==> src/design/assert_macros.svh <==
// Assertion helpers for the design files; only the rational arithmetic unit includes them.
`ifndef ASSERT_MACROS_SVH
`define ASSERT_MACROS_SVH

// Same-cycle implication, checked outside reset.
`define ASSERT_IMP(label, ante, cons) \
  label: assert property (@(posedge clk) disable iff (!rst_n) (ante) |-> (cons)) \
    else $error("assertion failed");

// Next-cycle implication, checked outside reset.
`define ASSERT_NEXT(label, ante, cons) \
  label: assert property (@(posedge clk) disable iff (!rst_n) (ante) |=> (cons)) \
    else $error("assertion failed");

`endif

==> src/design/rau_pkg.sv <==
// ----------------------------------------------------------------------------
// rau_pkg
// Shared constants for the rational arithmetic unit.
// ----------------------------------------------------------------------------
package rau_pkg;

  // Result range limit: numbers are checked against WIDTH bits.
  localparam int WIDTH = 32;

  localparam int NUM_W  = 32;
  localparam int DEN_W  = 31;
  localparam int MAG_W  = 64;
  localparam int PROD_W = 65;

  // Operation codes
  localparam logic [2:0] OP_ADD = 3'd0;
  localparam logic [2:0] OP_SUB = 3'd1;
  localparam logic [2:0] OP_MUL = 3'd2;
  localparam logic [2:0] OP_DIV = 3'd3;
  localparam logic [2:0] OP_CMP = 3'd4;

  // Status codes
  localparam logic [1:0] ST_OK       = 2'd0;
  localparam logic [1:0] ST_DIVZERO  = 2'd1;
  localparam logic [1:0] ST_OVERFLOW = 2'd2;

  localparam logic [MAG_W-1:0] LIM = MAG_W'(1) << (WIDTH - 1);

endpackage

==> src/design/rau_if.sv <==
// ----------------------------------------------------------------------------
// rau_in_if / rau_out_if
// Valid/ready channels carrying request and result words.
// ----------------------------------------------------------------------------
interface rau_in_if;
  logic               valid;
  logic               ready;
  logic [2:0]         req_type;
  logic signed [31:0] left_num;
  logic [30:0]        left_den;
  logic signed [31:0] right_num;
  logic [30:0]        right_den;

  modport source (output valid, req_type, left_num, left_den, right_num, right_den,
                  input ready);
  modport sink (input valid, req_type, left_num, left_den, right_num, right_den,
                output ready);
endinterface

interface rau_out_if;
  logic               valid;
  logic               ready;
  logic signed [31:0] res_num;
  logic [30:0]        res_den;
  logic               is_less;
  logic [1:0]         status;

  modport source (output valid, res_num, res_den, is_less, status, input ready);
  modport sink (input valid, res_num, res_den, is_less, status, output ready);
endinterface

==> src/design/rau_mul.sv <==
// ----------------------------------------------------------------------------
// rau_mul
// Bit-serial signed multiplier, 32 x 32 bits, one multiplier bit per cycle.
// ----------------------------------------------------------------------------
module rau_mul (
  input  logic                         clk,
  input  logic                         rst_n,
  input  logic                         start,
  input  logic signed [31:0]           x,
  input  logic signed [31:0]           y,
  output logic                         done,
  output logic signed [rau_pkg::PROD_W-1:0] prod
);
  import rau_pkg::*;

  logic [31:0] mcand_r, mcand_nxt;
  logic [31:0] mplr_r, mplr_nxt;
  logic [31:0] hi_r, hi_nxt;
  logic        neg_r, neg_nxt;
  logic [4:0]  cnt_r, cnt_nxt;
  logic        busy_r, busy_nxt;
  logic        done_r, done_nxt;
  logic [32:0] sum;
  logic [PROD_W-1:0] mag;

  // Operand load on start, then shift-add steps on the magnitudes
  always_comb begin
    sum       = {1'b0, hi_r} + {1'b0, (mplr_r[0] ? mcand_r : 32'd0)};
    mcand_nxt = mcand_r;
    mplr_nxt  = mplr_r;
    hi_nxt    = hi_r;
    neg_nxt   = neg_r;
    cnt_nxt   = cnt_r;
    busy_nxt  = busy_r;
    done_nxt  = 1'b0;
    if (start) begin
      mcand_nxt = x[31] ? 32'(-x) : 32'(x);
      mplr_nxt  = y[31] ? 32'(-y) : 32'(y);
      hi_nxt    = '0;
      neg_nxt   = x[31] ^ y[31];
      cnt_nxt   = '0;
      busy_nxt  = 1'b1;
    end else if (busy_r) begin
      hi_nxt   = sum[32:1];
      mplr_nxt = {sum[0], mplr_r[31:1]};
      cnt_nxt  = cnt_r + 5'd1;
      if (cnt_r == 5'd31) begin
        busy_nxt = 1'b0;
        done_nxt = 1'b1;
      end
    end
  end

  always_ff @(posedge clk) begin
    if (!rst_n) begin
      busy_r <= 1'b0;
      done_r <= 1'b0;
      cnt_r  <= '0;
    end else begin
      busy_r <= busy_nxt;
      done_r <= done_nxt;
      cnt_r  <= cnt_nxt;
    end
    mcand_r <= mcand_nxt;
    mplr_r  <= mplr_nxt;
    hi_r    <= hi_nxt;
    neg_r   <= neg_nxt;
  end

  // Apply sign to the finished magnitude
  assign mag  = {1'b0, hi_r, mplr_r};
  assign prod = neg_r ? -$signed(mag) : $signed(mag);
  assign done = done_r;

endmodule

==> src/design/rau_div.sv <==
// ----------------------------------------------------------------------------
// rau_div
// Restoring divider, 64-bit unsigned, one quotient bit per cycle.
// ----------------------------------------------------------------------------
module rau_div (
  input  logic                        clk,
  input  logic                        rst_n,
  input  logic                        start,
  input  logic [rau_pkg::MAG_W-1:0]   dividend,
  input  logic [rau_pkg::MAG_W-1:0]   divisor,
  output logic                        done,
  output logic [rau_pkg::MAG_W-1:0]   quotient
);
  import rau_pkg::*;

  logic [MAG_W-1:0] rem_r, rem_nxt;
  logic [MAG_W-1:0] quo_r, quo_nxt;
  logic [MAG_W-1:0] dvs_r, dvs_nxt;
  logic [5:0]       cnt_r, cnt_nxt;
  logic             busy_r, busy_nxt;
  logic             done_r, done_nxt;
  logic [MAG_W:0]   trial;
  logic             ge;

  // One trial subtract per cycle
  always_comb begin
    trial    = {rem_r, quo_r[MAG_W-1]};
    ge       = trial >= {1'b0, dvs_r};
    rem_nxt  = rem_r;
    quo_nxt  = quo_r;
    dvs_nxt  = dvs_r;
    cnt_nxt  = cnt_r;
    busy_nxt = busy_r;
    done_nxt = 1'b0;
    if (start) begin
      rem_nxt  = '0;
      quo_nxt  = dividend;
      dvs_nxt  = divisor;
      cnt_nxt  = '0;
      busy_nxt = 1'b1;
    end else if (busy_r) begin
      rem_nxt = ge ? MAG_W'(trial - {1'b0, dvs_r}) : trial[MAG_W-1:0];
      quo_nxt = {quo_r[MAG_W-2:0], ge};
      cnt_nxt = cnt_r + 6'd1;
      if (cnt_r == 6'd63) begin
        busy_nxt = 1'b0;
        done_nxt = 1'b1;
      end
    end
  end

  always_ff @(posedge clk) begin
    if (!rst_n) begin
      busy_r <= 1'b0;
      done_r <= 1'b0;
      cnt_r  <= '0;
    end else begin
      busy_r <= busy_nxt;
      done_r <= done_nxt;
      cnt_r  <= cnt_nxt;
    end
    rem_r <= rem_nxt;
    quo_r <= quo_nxt;
    dvs_r <= dvs_nxt;
  end

  assign done     = done_r;
  assign quotient = quo_r;

endmodule

==> src/design/rational_arithmetic_unit.sv <==
// Rational arithmetic unit: takes one request word at a time and returns one
// result word. Add, subtract, multiply and divide take three bit-serial products
// (start, 32 shift-add steps, done), a binary gcd loop of one shift or subtract
// per cycle on the 64-bit magnitudes (its length data dependent), and two serial
// divisions by the gcd. A zero result skips the gcd and the divisions. Compare
// takes two products; error and unknown opcodes skip the products and go straight
// to the output hand-over. The next request is taken once the previous result is
// placed in the output register.
// ----------------------------------------------------------------------------
// rational_arithmetic_unit
// Exact add, subtract, multiply, divide and compare of signed fractions.
// ----------------------------------------------------------------------------
`include "assert_macros.svh"

module rational_arithmetic_unit (
  input logic      clk,
  input logic      rst_n,
  rau_in_if.sink   in_s,
  rau_out_if.source out_s
);
  import rau_pkg::*;

  localparam logic [3:0] S_IDLE  = 4'd0;
  localparam logic [3:0] S_MUL1  = 4'd1;
  localparam logic [3:0] S_MUL2  = 4'd2;
  localparam logic [3:0] S_MUL3  = 4'd3;
  localparam logic [3:0] S_COMB  = 4'd4;
  localparam logic [3:0] S_GCD   = 4'd5;
  localparam logic [3:0] S_DIV1  = 4'd6;
  localparam logic [3:0] S_DIV2  = 4'd7;
  localparam logic [3:0] S_CHECK = 4'd8;
  localparam logic [3:0] S_DONE  = 4'd9;

  logic [3:0]  state_r, state_nxt;
  logic        go_r, go_nxt;
  logic [2:0]  op_r, op_nxt;
  logic signed [31:0] ln_r, ln_nxt, rn_r, rn_nxt;
  logic [30:0] ld_r, ld_nxt, rd_r, rd_nxt;
  logic signed [PROD_W-1:0] p1_r, p1_nxt, p2_r, p2_nxt, p3_r, p3_nxt;
  logic [MAG_W-1:0] mn_r, mn_nxt, md_r, md_nxt, u_r, u_nxt, v_r, v_nxt, g_r, g_nxt;
  logic [5:0]  k_r, k_nxt;
  logic        neg_r, neg_nxt;
  logic signed [31:0] fnum_r, fnum_nxt;
  logic [30:0] fden_r, fden_nxt;
  logic        fless_r, fless_nxt;
  logic [1:0]  fst_r, fst_nxt;
  logic        ov_r, ov_nxt;
  logic signed [31:0] onum_r, onum_nxt;
  logic [30:0] oden_r, oden_nxt;
  logic        oless_r, oless_nxt;
  logic [1:0]  ost_r, ost_nxt;

  logic        in_acc;
  logic        mul_start, mul_done, div_start, div_done;
  logic signed [31:0] mul_x, mul_y;
  logic signed [PROD_W-1:0] mul_p;
  logic [MAG_W-1:0] div_a, div_q;
  logic signed [PROD_W-1:0] num_s, diff_s;
  logic        ovf;

  assign in_acc    = in_s.valid && in_s.ready;
  assign in_s.ready = (state_r == S_IDLE);
  assign mul_start = go_r && (state_r == S_MUL1 || state_r == S_MUL2 || state_r == S_MUL3);
  assign div_start = go_r && (state_r == S_DIV1 || state_r == S_DIV2);
  assign div_a     = (state_r == S_DIV1) ? mn_r : md_r;

  // Product operand selection: c=left_num, d=left_den, a=right_num, b=right_den
  always_comb begin
    mul_x = '0;
    mul_y = '0;
    case (state_r)
      S_MUL1: begin
        if (op_r == OP_MUL) begin
          mul_x = rn_r;
          mul_y = ln_r;
        end else begin
          mul_x = ln_r;
          mul_y = $signed({1'b0, rd_r});
        end
      end
      S_MUL2: begin
        if (op_r == OP_ADD || op_r == OP_SUB || op_r == OP_CMP) begin
          mul_x = rn_r;
          mul_y = $signed({1'b0, ld_r});
        end
      end
      S_MUL3: begin
        mul_x = (op_r == OP_DIV) ? rn_r : $signed({1'b0, rd_r});
        mul_y = $signed({1'b0, ld_r});
      end
      default: begin
        mul_x = '0;
        mul_y = '0;
      end
    endcase
  end

  rau_mul u_mul (
    .clk   (clk),
    .rst_n (rst_n),
    .start (mul_start),
    .x     (mul_x),
    .y     (mul_y),
    .done  (mul_done),
    .prod  (mul_p)
  );

  rau_div u_div (
    .clk      (clk),
    .rst_n    (rst_n),
    .start    (div_start),
    .dividend (div_a),
    .divisor  (g_r),
    .done     (div_done),
    .quotient (div_q)
  );

  assign num_s  = (op_r == OP_SUB) ? p1_r - p2_r : p1_r + p2_r;
  assign diff_s = p1_r - mul_p;
  assign ovf    = (md_r > LIM - MAG_W'(1)) ||
                  (neg_r ? (mn_r > LIM) : (mn_r > LIM - MAG_W'(1)));

  // Sequencer
  always_comb begin
    state_nxt = state_r;
    go_nxt    = 1'b0;
    op_nxt = op_r; ln_nxt = ln_r; ld_nxt = ld_r; rn_nxt = rn_r; rd_nxt = rd_r;
    p1_nxt = p1_r; p2_nxt = p2_r; p3_nxt = p3_r;
    mn_nxt = mn_r; md_nxt = md_r; u_nxt = u_r; v_nxt = v_r; g_nxt = g_r;
    k_nxt = k_r; neg_nxt = neg_r;
    fnum_nxt = fnum_r; fden_nxt = fden_r; fless_nxt = fless_r; fst_nxt = fst_r;
    ov_nxt = ov_r;
    onum_nxt = onum_r; oden_nxt = oden_r; oless_nxt = oless_r; ost_nxt = ost_r;

    if (out_s.valid && out_s.ready) ov_nxt = 1'b0;

    case (state_r)
      S_IDLE: begin
        if (in_acc) begin
          op_nxt = in_s.req_type;
          ln_nxt = in_s.left_num;
          ld_nxt = in_s.left_den;
          rn_nxt = in_s.right_num;
          rd_nxt = in_s.right_den;
          fnum_nxt  = '0;
          fden_nxt  = 31'd1;
          fless_nxt = 1'b0;
          fst_nxt   = ST_OK;
          if (in_s.req_type > OP_CMP) begin
            state_nxt = S_DONE;
          end else if (in_s.req_type != OP_CMP &&
                       (in_s.left_den == '0 || in_s.right_den == '0 ||
                        (in_s.req_type == OP_DIV && in_s.right_num == '0))) begin
            fst_nxt   = ST_DIVZERO;
            state_nxt = S_DONE;
          end else begin
            state_nxt = S_MUL1;
            go_nxt    = 1'b1;
          end
        end
      end
      S_MUL1: begin
        if (mul_done) begin
          p1_nxt    = mul_p;
          state_nxt = S_MUL2;
          go_nxt    = 1'b1;
        end
      end
      S_MUL2: begin
        if (mul_done) begin
          p2_nxt = mul_p;
          if (op_r == OP_CMP) begin
            fless_nxt = diff_s[PROD_W-1];
            state_nxt = S_DONE;
          end else begin
            state_nxt = S_MUL3;
            go_nxt    = 1'b1;
          end
        end
      end
      S_MUL3: begin
        if (mul_done) begin
          p3_nxt    = mul_p;
          state_nxt = S_COMB;
        end
      end
      S_COMB: begin
        neg_nxt = num_s[PROD_W-1] ^ p3_r[PROD_W-1];
        mn_nxt  = num_s[PROD_W-1] ? MAG_W'(-num_s) : MAG_W'(num_s);
        md_nxt  = p3_r[PROD_W-1] ? MAG_W'(-p3_r) : MAG_W'(p3_r);
        u_nxt   = mn_nxt;
        v_nxt   = md_nxt;
        k_nxt   = '0;
        // zero result reduces to 0/1
        state_nxt = (mn_nxt == '0) ? S_DONE : S_GCD;
      end
      S_GCD: begin
        // binary gcd: one shift or subtract per cycle
        if (!u_r[0] && !v_r[0]) begin
          u_nxt = u_r >> 1;
          v_nxt = v_r >> 1;
          k_nxt = k_r + 6'd1;
        end else if (!u_r[0]) begin
          u_nxt = u_r >> 1;
        end else if (!v_r[0]) begin
          v_nxt = v_r >> 1;
        end else if (u_r == v_r) begin
          g_nxt     = u_r << k_r;
          state_nxt = S_DIV1;
          go_nxt    = 1'b1;
        end else if (u_r > v_r) begin
          u_nxt = (u_r - v_r) >> 1;
        end else begin
          v_nxt = (v_r - u_r) >> 1;
        end
      end
      S_DIV1: begin
        if (div_done) begin
          mn_nxt    = div_q;
          state_nxt = S_DIV2;
          go_nxt    = 1'b1;
        end
      end
      S_DIV2: begin
        if (div_done) begin
          md_nxt    = div_q;
          state_nxt = S_CHECK;
        end
      end
      S_CHECK: begin
        if (ovf) begin
          fst_nxt = ST_OVERFLOW;
        end else begin
          fnum_nxt = neg_r ? 32'(-mn_r) : 32'(mn_r);
          fden_nxt = md_r[30:0];
        end
        state_nxt = S_DONE;
      end
      S_DONE: begin
        // hand over once the output register is free
        if (!out_s.valid || out_s.ready) begin
          onum_nxt  = fnum_r;
          oden_nxt  = fden_r;
          oless_nxt = fless_r;
          ost_nxt   = fst_r;
          ov_nxt    = 1'b1;
          state_nxt = S_IDLE;
        end
      end
      default: state_nxt = S_IDLE;
    endcase
  end

  always_ff @(posedge clk) begin
    if (!rst_n) begin
      state_r <= S_IDLE;
      go_r    <= 1'b0;
      ov_r    <= 1'b0;
    end else begin
      state_r <= state_nxt;
      go_r    <= go_nxt;
      ov_r    <= ov_nxt;
    end
    op_r <= op_nxt; ln_r <= ln_nxt; ld_r <= ld_nxt; rn_r <= rn_nxt; rd_r <= rd_nxt;
    p1_r <= p1_nxt; p2_r <= p2_nxt; p3_r <= p3_nxt;
    mn_r <= mn_nxt; md_r <= md_nxt; u_r <= u_nxt; v_r <= v_nxt; g_r <= g_nxt;
    k_r <= k_nxt; neg_r <= neg_nxt;
    fnum_r <= fnum_nxt; fden_r <= fden_nxt; fless_r <= fless_nxt; fst_r <= fst_nxt;
    onum_r <= onum_nxt; oden_r <= oden_nxt; oless_r <= oless_nxt; ost_r <= ost_nxt;
  end

  assign out_s.valid   = ov_r;
  assign out_s.res_num = onum_r;
  assign out_s.res_den = oden_r;
  assign out_s.is_less = oless_r;
  assign out_s.status  = ost_r;

  // Checks
  `ASSERT_IMP(a_err_zero, out_s.valid && out_s.status != ST_OK, out_s.res_num == '0 && out_s.res_den == 31'd1)
  `ASSERT_IMP(a_den_nz, out_s.valid, out_s.res_den != '0)
  `ASSERT_NEXT(a_acc_busy, in_acc, state_r != S_IDLE)
  `ASSERT_IMP(a_less_ok, out_s.valid && out_s.is_less, out_s.status == ST_OK && out_s.res_num == '0)

endmodule

==> src/flat_wrapper.sv <==
// flat-port wrapper written by rule: the top's interface ports become plain ports
module rational_arithmetic_unit_flat import rau_pkg::*;
  (clk, rst_n, in_s_valid, in_s_req_type, in_s_left_num, in_s_left_den, in_s_right_num, in_s_right_den, in_s_ready, out_s_valid, out_s_res_num, out_s_res_den, out_s_is_less, out_s_status, out_s_ready);
  rau_in_if in_s_i ();
  rau_out_if out_s_i ();
  input logic clk;
  input logic rst_n;
  input wire logic [$bits(in_s_i.valid)-1:0] in_s_valid;
  input wire logic [$bits(in_s_i.req_type)-1:0] in_s_req_type;
  input wire logic [$bits(in_s_i.left_num)-1:0] in_s_left_num;
  input wire logic [$bits(in_s_i.left_den)-1:0] in_s_left_den;
  input wire logic [$bits(in_s_i.right_num)-1:0] in_s_right_num;
  input wire logic [$bits(in_s_i.right_den)-1:0] in_s_right_den;
  output wire logic [$bits(in_s_i.ready)-1:0] in_s_ready;
  output wire logic [$bits(out_s_i.valid)-1:0] out_s_valid;
  output wire logic [$bits(out_s_i.res_num)-1:0] out_s_res_num;
  output wire logic [$bits(out_s_i.res_den)-1:0] out_s_res_den;
  output wire logic [$bits(out_s_i.is_less)-1:0] out_s_is_less;
  output wire logic [$bits(out_s_i.status)-1:0] out_s_status;
  input wire logic [$bits(out_s_i.ready)-1:0] out_s_ready;
  assign in_s_i.valid = in_s_valid;
  assign in_s_i.req_type = in_s_req_type;
  assign in_s_i.left_num = in_s_left_num;
  assign in_s_i.left_den = in_s_left_den;
  assign in_s_i.right_num = in_s_right_num;
  assign in_s_i.right_den = in_s_right_den;
  assign in_s_ready = in_s_i.ready;
  assign out_s_valid = out_s_i.valid;
  assign out_s_res_num = out_s_i.res_num;
  assign out_s_res_den = out_s_i.res_den;
  assign out_s_is_less = out_s_i.is_less;
  assign out_s_status = out_s_i.status;
  assign out_s_i.ready = out_s_ready;
  rational_arithmetic_unit u_core (.clk(clk), .rst_n(rst_n), .in_s(in_s_i), .out_s(out_s_i));
endmodule
==> config.mk <==
export PLATFORM = sky130hd
export DESIGN_NAME = rational_arithmetic_unit_flat
export DESIGN_NICKNAME = d
export VERILOG_FILES = /design/src/design/rau_pkg.sv /design/src/design/rau_if.sv /design/src/design/rau_mul.sv /design/src/design/rau_div.sv /design/src/design/rational_arithmetic_unit.sv /design/src/flat_wrapper.sv
export VERILOG_INCLUDE_DIRS = /design/src /design/src/design
export SDC_FILE = /design/constraint.sdc
export NUM_CORES = 2
export LEC_CHECK = 0
export BUFFER_PORTS_ARGS = -buffer_cell sky130_fd_sc_hd__buf_2
export CORE_UTILIZATION = 58
export DETAILED_ROUTE_END_ITERATION = 8
export GPL_ROUTABILITY_DRIVEN = 0
export PLACE_DENSITY = 0.8
export SLEW_MARGIN = 20
export SYNTH_ARGS = -nofsm -noshare
export SYNTH_HDL_FRONTEND = slang
export SYNTH_SLANG_ARGS = --single-unit
export TNS_END_PERCENT = 100
==> constraint.sdc <==
create_clock -name clk -period 7.3 [get_ports clk]
set_input_delay 1.46 -clock clk [delete_from_list [all_inputs] [get_ports clk]]
set_output_delay 1.46 -clock clk [all_outputs]
set_load 0.05 [all_outputs]
======== Yosys cells after proc, flatten, opt, wreduce, memory -nomap -nowiden ========
Index checks and enable logic that the tools add are counted.
word-level totals
  input port bits ......................... 133
  register bits after elaboration ......... 1093
  output and inout bits ................... 68
  logic and storage cells ................. 255
cells by class
  order comparisons ....................... 6
  bitwise logic cells ..................... 6
  $add $sub $neg .......................... 16
  muxes and demuxes ....................... 93
  eq/ne operators ......................... 39
  shifts and indexed selects .............. 1
  reduce and logical (&&, ||, !) cells .... 52
operator list
  kind                                                                    number
  64-bit 2-to-1 mux                                                       17
  64-bit case mux with 2 select lines                                     4
  32-bit 2-to-1 mux                                                       11
  32-bit case mux with 3 select lines                                     2
  64-bit subtractor                                                       3
  65-bit 2-to-1 mux                                                       2
  65-bit subtractor                                                       2
  64-bit by 31-bit > comparator with 1-bit output, second input constant  2
  64-bit negation                                                         2
  31-bit 2-to-1 mux                                                       4
  32-bit negation                                                         3
  65-bit adder                                                            1
  65-bit by 64-bit greater-or-equal comparator with 1-bit output          1
  64-bit negation with 65-bit output                                      1
  64-bit == test                                                          1
  64-bit by 32-bit > comparator with 1-bit output, second input constant  1
  64-bit > comparator                                                     1
  64-bit logical NOT                                                      1
  32-bit case mux with 2 select lines                                     1
  64-bit by 6-bit << shifter with 64-bit output                           1
  31-bit logical NOT                                                      2
  31-bit case mux with 2 select lines                                     1
  4-bit 2-to-1 mux                                                        15
  4-bit case mux with 10 select lines                                     1
  41 further kinds                                                        133

======== Depth between registers and ports, before layout ========
  depth in word-level cells ............... 8
  depth in mapped cells ................... 33
  gate-level depth less buffers ........... 29

======== Modules after synthesis ========
From an unflattened synthesis, not the netlist that was laid out.
unflattened totals
  cells, all modules ...................... 7604
  area total of the unflattened synthesis .. 72597.1 um^2
modules (own cells, without submodules)
  module                    cells an instance  instances  sequential area each (um^2)  area an instance (um^2)
  rational_arithmetic_unit  5478               1          23632.7                      52815.7
  rau_div                   1210               1          5285.1                       11735.0
  rau_mul                   916                1          2732.6                       8046.5

======== Worst setup path before layout ========
OpenSTA, ideal clock, no wires.
  path kind ............................... reg2reg
  from .................................... register u_core.p2_r[14]
  to ...................................... register u_core.state_r[2]
  path buffers ............................ 3
  data required time ...................... 7.180 ns
  period minus slack after synthesis ...... 7.312 ns
  library setup time ...................... 0.120 ns
  arrival time ............................ 7.193 ns
  cell stages (with the launch flop) ...... 32
  path slack .............................. -0.012 ns
  cell sequence ........................... edfxtp_1 nor3_1 nand2b_1 nor4_1 nor3b_1 and2_1 nand2_1 nor3_1 nand2_1 or3_1 o31ai_1 nand2_1 nand2b_1 xnor2_1 ha_1 clkbuf_1 a21o_1 a21o_1 a21oi_1 o21ai_0 and3_1 a221o_1 o41ai_1 buf_2 nor2_1 buf_2 a211o_1 a2111oi_0 and4_1 nand4_1 or4_1 a211o_1
on the way
  cells in the longest elaborated chain, start to end .. 7
  elaborated cells between the ends (all ways) .. 8
  classes of those cells .................. add/sub (3); mux (4); reduce/logical (1)
RTL lines
  what                                                      line                             text
  from (decl)                                               rational_arithmetic_unit.sv:39   logic signed [PROD_W-1:0] p1_r, p1_nxt, p2_r, p2_nxt, p3_r, p3_nxt;
  from (signal assigned)                                    rational_arithmetic_unit.sv:265  p1_r <= p1_nxt; p2_r <= p2_nxt; p3_r <= p3_nxt;
  65-bit adder / 65-bit subtractor (equally long branches)  rational_arithmetic_unit.sv:118  assign num_s = (op_r == OP_SUB) ? p1_r - p2_r : p1_r + p2_r;
  65-bit 2-to-1 mux *                                       rational_arithmetic_unit.sv:118
  64-bit negation                                           rational_arithmetic_unit.sv:189  mn_nxt = num_s[PROD_W-1] ? MAG_W'(-num_s) : MAG_W'(num_s);
  64-bit 2-to-1 mux *                                       rational_arithmetic_unit.sv:189
  64-bit logical NOT *                                      rational_arithmetic_unit.sv:195  state_nxt = (mn_nxt == '0) ? S_DONE : S_GCD;
  4-bit 2-to-1 mux *                                        rational_arithmetic_unit.sv:195
  4-bit case mux with 10 select lines *                     rational_arithmetic_unit.sv:137  case (state_r)
  to (signal assigned)                                      rational_arithmetic_unit.sv:260  state_r <= state_nxt;
  to (decl)                                                 rational_arithmetic_unit.sv:34   logic [3:0] state_r, state_nxt;
Mark *: on every way between the ends. The rest lies on a longest branch, timed or not.
A chain may end at the register's enable or synchronous reset.

======== Worst setup path after layout ========
Same ends and word-level chain as after synthesis.

==> results.json <==
{
  "status": "complete, but fails checks",
  "violations": "design-rule violations",
  "power_w": 0.0248,
  "crit_type": "reg2reg",
  "tightest_slew_ns": 1.23,
  "cts_buffer_depth": 3,
  "hp-class": "reg2reg",
  "worst-endpoint-required_ns": 7.93,
  "coreArea_um2": 122000,
  "dieArea_um2": 125000,
  "power.leakage_nw": 31.2,
  "syn_nets": 7919,
  "cts-hold-fix-buffers": 0,
  "p_per_area_nw_per_um2": 313,
  "critPathMaxStageDelay_ns": 0.51,
  "drtIter0Drc": 9627,
  "synthDistinctLibCells": 93,
  "path_clk_slew_ns": 0.06,
  "final_common_cell": "edfxtp_1",
  "drt_first_pass_iters": 9,
  "netlist_instances": 7417,
  "cts_sinks": 1093,
  "final_cell_mix": "edfxtp_1 (976), a21oi_1 (678), nor2_1 (668)",
  "antenna_left": 0,
  "ys_ff_latch": 1093,
  "area_growth_pct": 11.0,
  "wl_per_cell_um": 24.6,
  "grt_pass1_wl_mm": 342,
  "io_pins": 201,
  "whs_ns": 0.403,
  "routed_via_density": 6.67,
  "fp.dieW_um": 353,
  "place_area_um2": 75100,
  "period_share_pct": 98.7,
  "syn-cell-area_um2": 71400,
  "peakVddDrop_mv": 0.249,
  "vias": 62200,
  "design_area_um2": 79300,
  "num-fill-cells": 9228,
  "setup_ws_ns": 0.0965,
  "yosysWarnings": 0,
  "crit_slowest_cell": "or4_4",
  "async_flop_share_pct": 0,
  "dp_hpwl_mm": 171,
  "grt_pass1_vias": 58100,
  "htree_num_levels": 3,
  "cts_made_buffers": 113,
  "crit_path_start_kind": "register",
  "hold_viol": 0,
  "synth_ff_type": "edfxtp_1",
  "drive_gt1_share_pct": 10.8,
  "cp_max_fo": 8,
  "final_nets": 8101,
  "drc": 5,
  "skew_ns": 0.0445,
  "cts-root-buf": "clkbuf_16",
  "grt_usage_pct": 35.4,
  "clock_latency_ns": 0.76,
  "drv_slew": 0,
  "synth_edf_count": 976,
  "grt_max_degree": 185,
  "crit_path_end_kind": "register",
  "initial_core_util_pct": 58.5,
  "max_cap_viol_count": 0,
  "seq_area_frac_synth_pct": 44.3,
  "wirelength_mm": 229,
  "cts_tree": "built",
  "cpMostUsedCell": "buf_4",
  "period_minus_slack_ns": 7.20,
  "cp.arrival_ns": 7.83,
  "fp-row-count": 128,
  "setup_viol": 0,
  "portBuffers": 200,
  "place_ws_ns": -0.194,
  "die_h_um": 353,
  "syn_avg_cell_area_um2": 9.63,
  "fmax_mhz": 139,
  "grt_overflow_total": 0,
  "grt_antenna_before_repair": 19,
  "relSlewSlack_pct": 17.5,
  "final_core_util_pct": 65.0,
  "rsz0062_at_grt": "true"
}
state kept, by name, summed over array words and instances (netlist names), 31 cells and up:
| register | flops |
|---|---|
| u_core.fden_r | 31 |
| u_core.fnum_r | 32 |
| u_core.g_r | 64 |
| u_core.ld_r | 31 |
| u_core.ln_r | 32 |
| u_core.md_r | 64 |
| u_core.mn_r | 64 |
| u_core.out_s.res_den | 31 |
| u_core.out_s.res_num | 32 |
| u_core.p1_r | 65 |
| u_core.p2_r | 65 |
| u_core.p3_r | 65 |
| u_core.rd_r | 31 |
| u_core.rn_r | 32 |
| u_core.u_div.dvs_r | 64 |
| u_core.u_div.quotient | 64 |
| u_core.u_div.rem_r | 64 |
| u_core.u_mul.hi_r | 32 |
| u_core.u_mul.mcand_r | 32 |
| u_core.u_mul.mplr_r | 32 |
| u_core.u_r | 64 |
| u_core.v_r | 64 |
what timing repair did:
action                     CTS  global route
setup buffers                1             3
setup endpoints to repair    2             6
resized for setup            6            53
pin swaps                    2            17
report_power, final:
part,total (W),internal (W),switching (W)
logic,0.0101,0.00355,0.00652
registers,0.00879,0.00813,0.000653
clock network,0.00598,0.00334,0.00264
kinds of logic (layout without fill, tap and decap cells):
kind of cell / after synthesis / in the layout / synth area share [%]
AO/OA/AOI/OAI: 2096 / 2096 / 18.5
XOR/XNOR: 572 / 572 / 7.01
adder cells (fa/ha/maj): 369 / 369 / 6.52
buffers and inverters: 774 / 1053 / 4.10
flip-flops: 1093 / 1093 / 44.3
multiplexers: 274 / 274 / 4.72
other: 0 / 10 / 0
AND/OR/NAND/NOR: 2239 / 2239 / 14.9
metrics by stage:
step / std cells / TNS [ns]
floorplan: 7417 / 0
finish: 9331 / 0
CTS: 9317 / 0
detailed placement: 9104 / -0.378
global route: 9329 / -0.298
global placement: 9103 / -0.237
routing by layer:
metal  global-route usage [%]  vias to the layer above  wire, um
li1                         -                    27700         -
met1                     44.5                    29400     82500
met2                     54.1                     4030    100000
met3                     9.94                     1007     29000
met4                     22.2                       16     17500
met5                        0                        -       115
layout make-up:
class	instances	area, um2	area share (%)
antenna	10	25.0	0.0316
clock inverter	75	793	1.00
clock buffer	137	3020	3.81
timing repair buffer	449	2930	3.70
inverter	392	1470	1.86
multi-input combinational	5550	37300	47.1
tap	1625	2030	2.57
sequential	1093	31700	39.9
synthesized netlist by cell type (all sizes together), types with 74 or more instances:
master,instances,area [um2]
edfxtp,976,29300
a21oi,681,3410
nor2,679,2550
nand2,649,2440
o21ai,511,2560
inv,389,1460
ha,364,4550
clkbuf,331,1240
xnor2,294,2570
xor2,278,2430
mux2i,213,2130
a21o,176,1320
nor3,134,691
and2,131,820
dfxtp,117,2340
a221oi,113,990
nand3,93,465
nand4,90,563
nor4,87,551
nand2b,76,475
a211oi,74,566
worst max-delay path: cells and delay by family, from the launching register on:
kind | cells | cell delay, ns
xor gates and xnor gates | 1 | 0.15
DFF | 1 | 0.41
and+or+nand+nor | 15 | 2.89
muxes | 1 | 0.28
buffers and inverters | 5 | 0.79
adders and majority gates | 1 | 0.31
AOI/OAI and AO/OA | 9 | 2.26
final timing paths:
| kind | cells after the start | startpoint | endpoint | slack [ns] |
|---|---|---|---|---|
| max | 32 | u_core.p2_r[14]$_DFFE_PP_ | u_core.state_r[2]$_SDFFE_PN0P_ | 0.1 |
| min | 0 | u_core.fden_r[15]$_SDFFCE_PN0P_ | u_core.out_s.res_den[15]$_DFFE_PP_ | 0.40 |
| max reg2reg | 32 | u_core.p2_r[14]$_DFFE_PP_ | u_core.state_r[2]$_SDFFE_PN0P_ | 0.1 |
| min reg2reg | 0 | u_core.fden_r[15]$_SDFFCE_PN0P_ | u_core.out_s.res_den[15]$_DFFE_PP_ | 0.40 |
(Power assumes the default switching activity.)
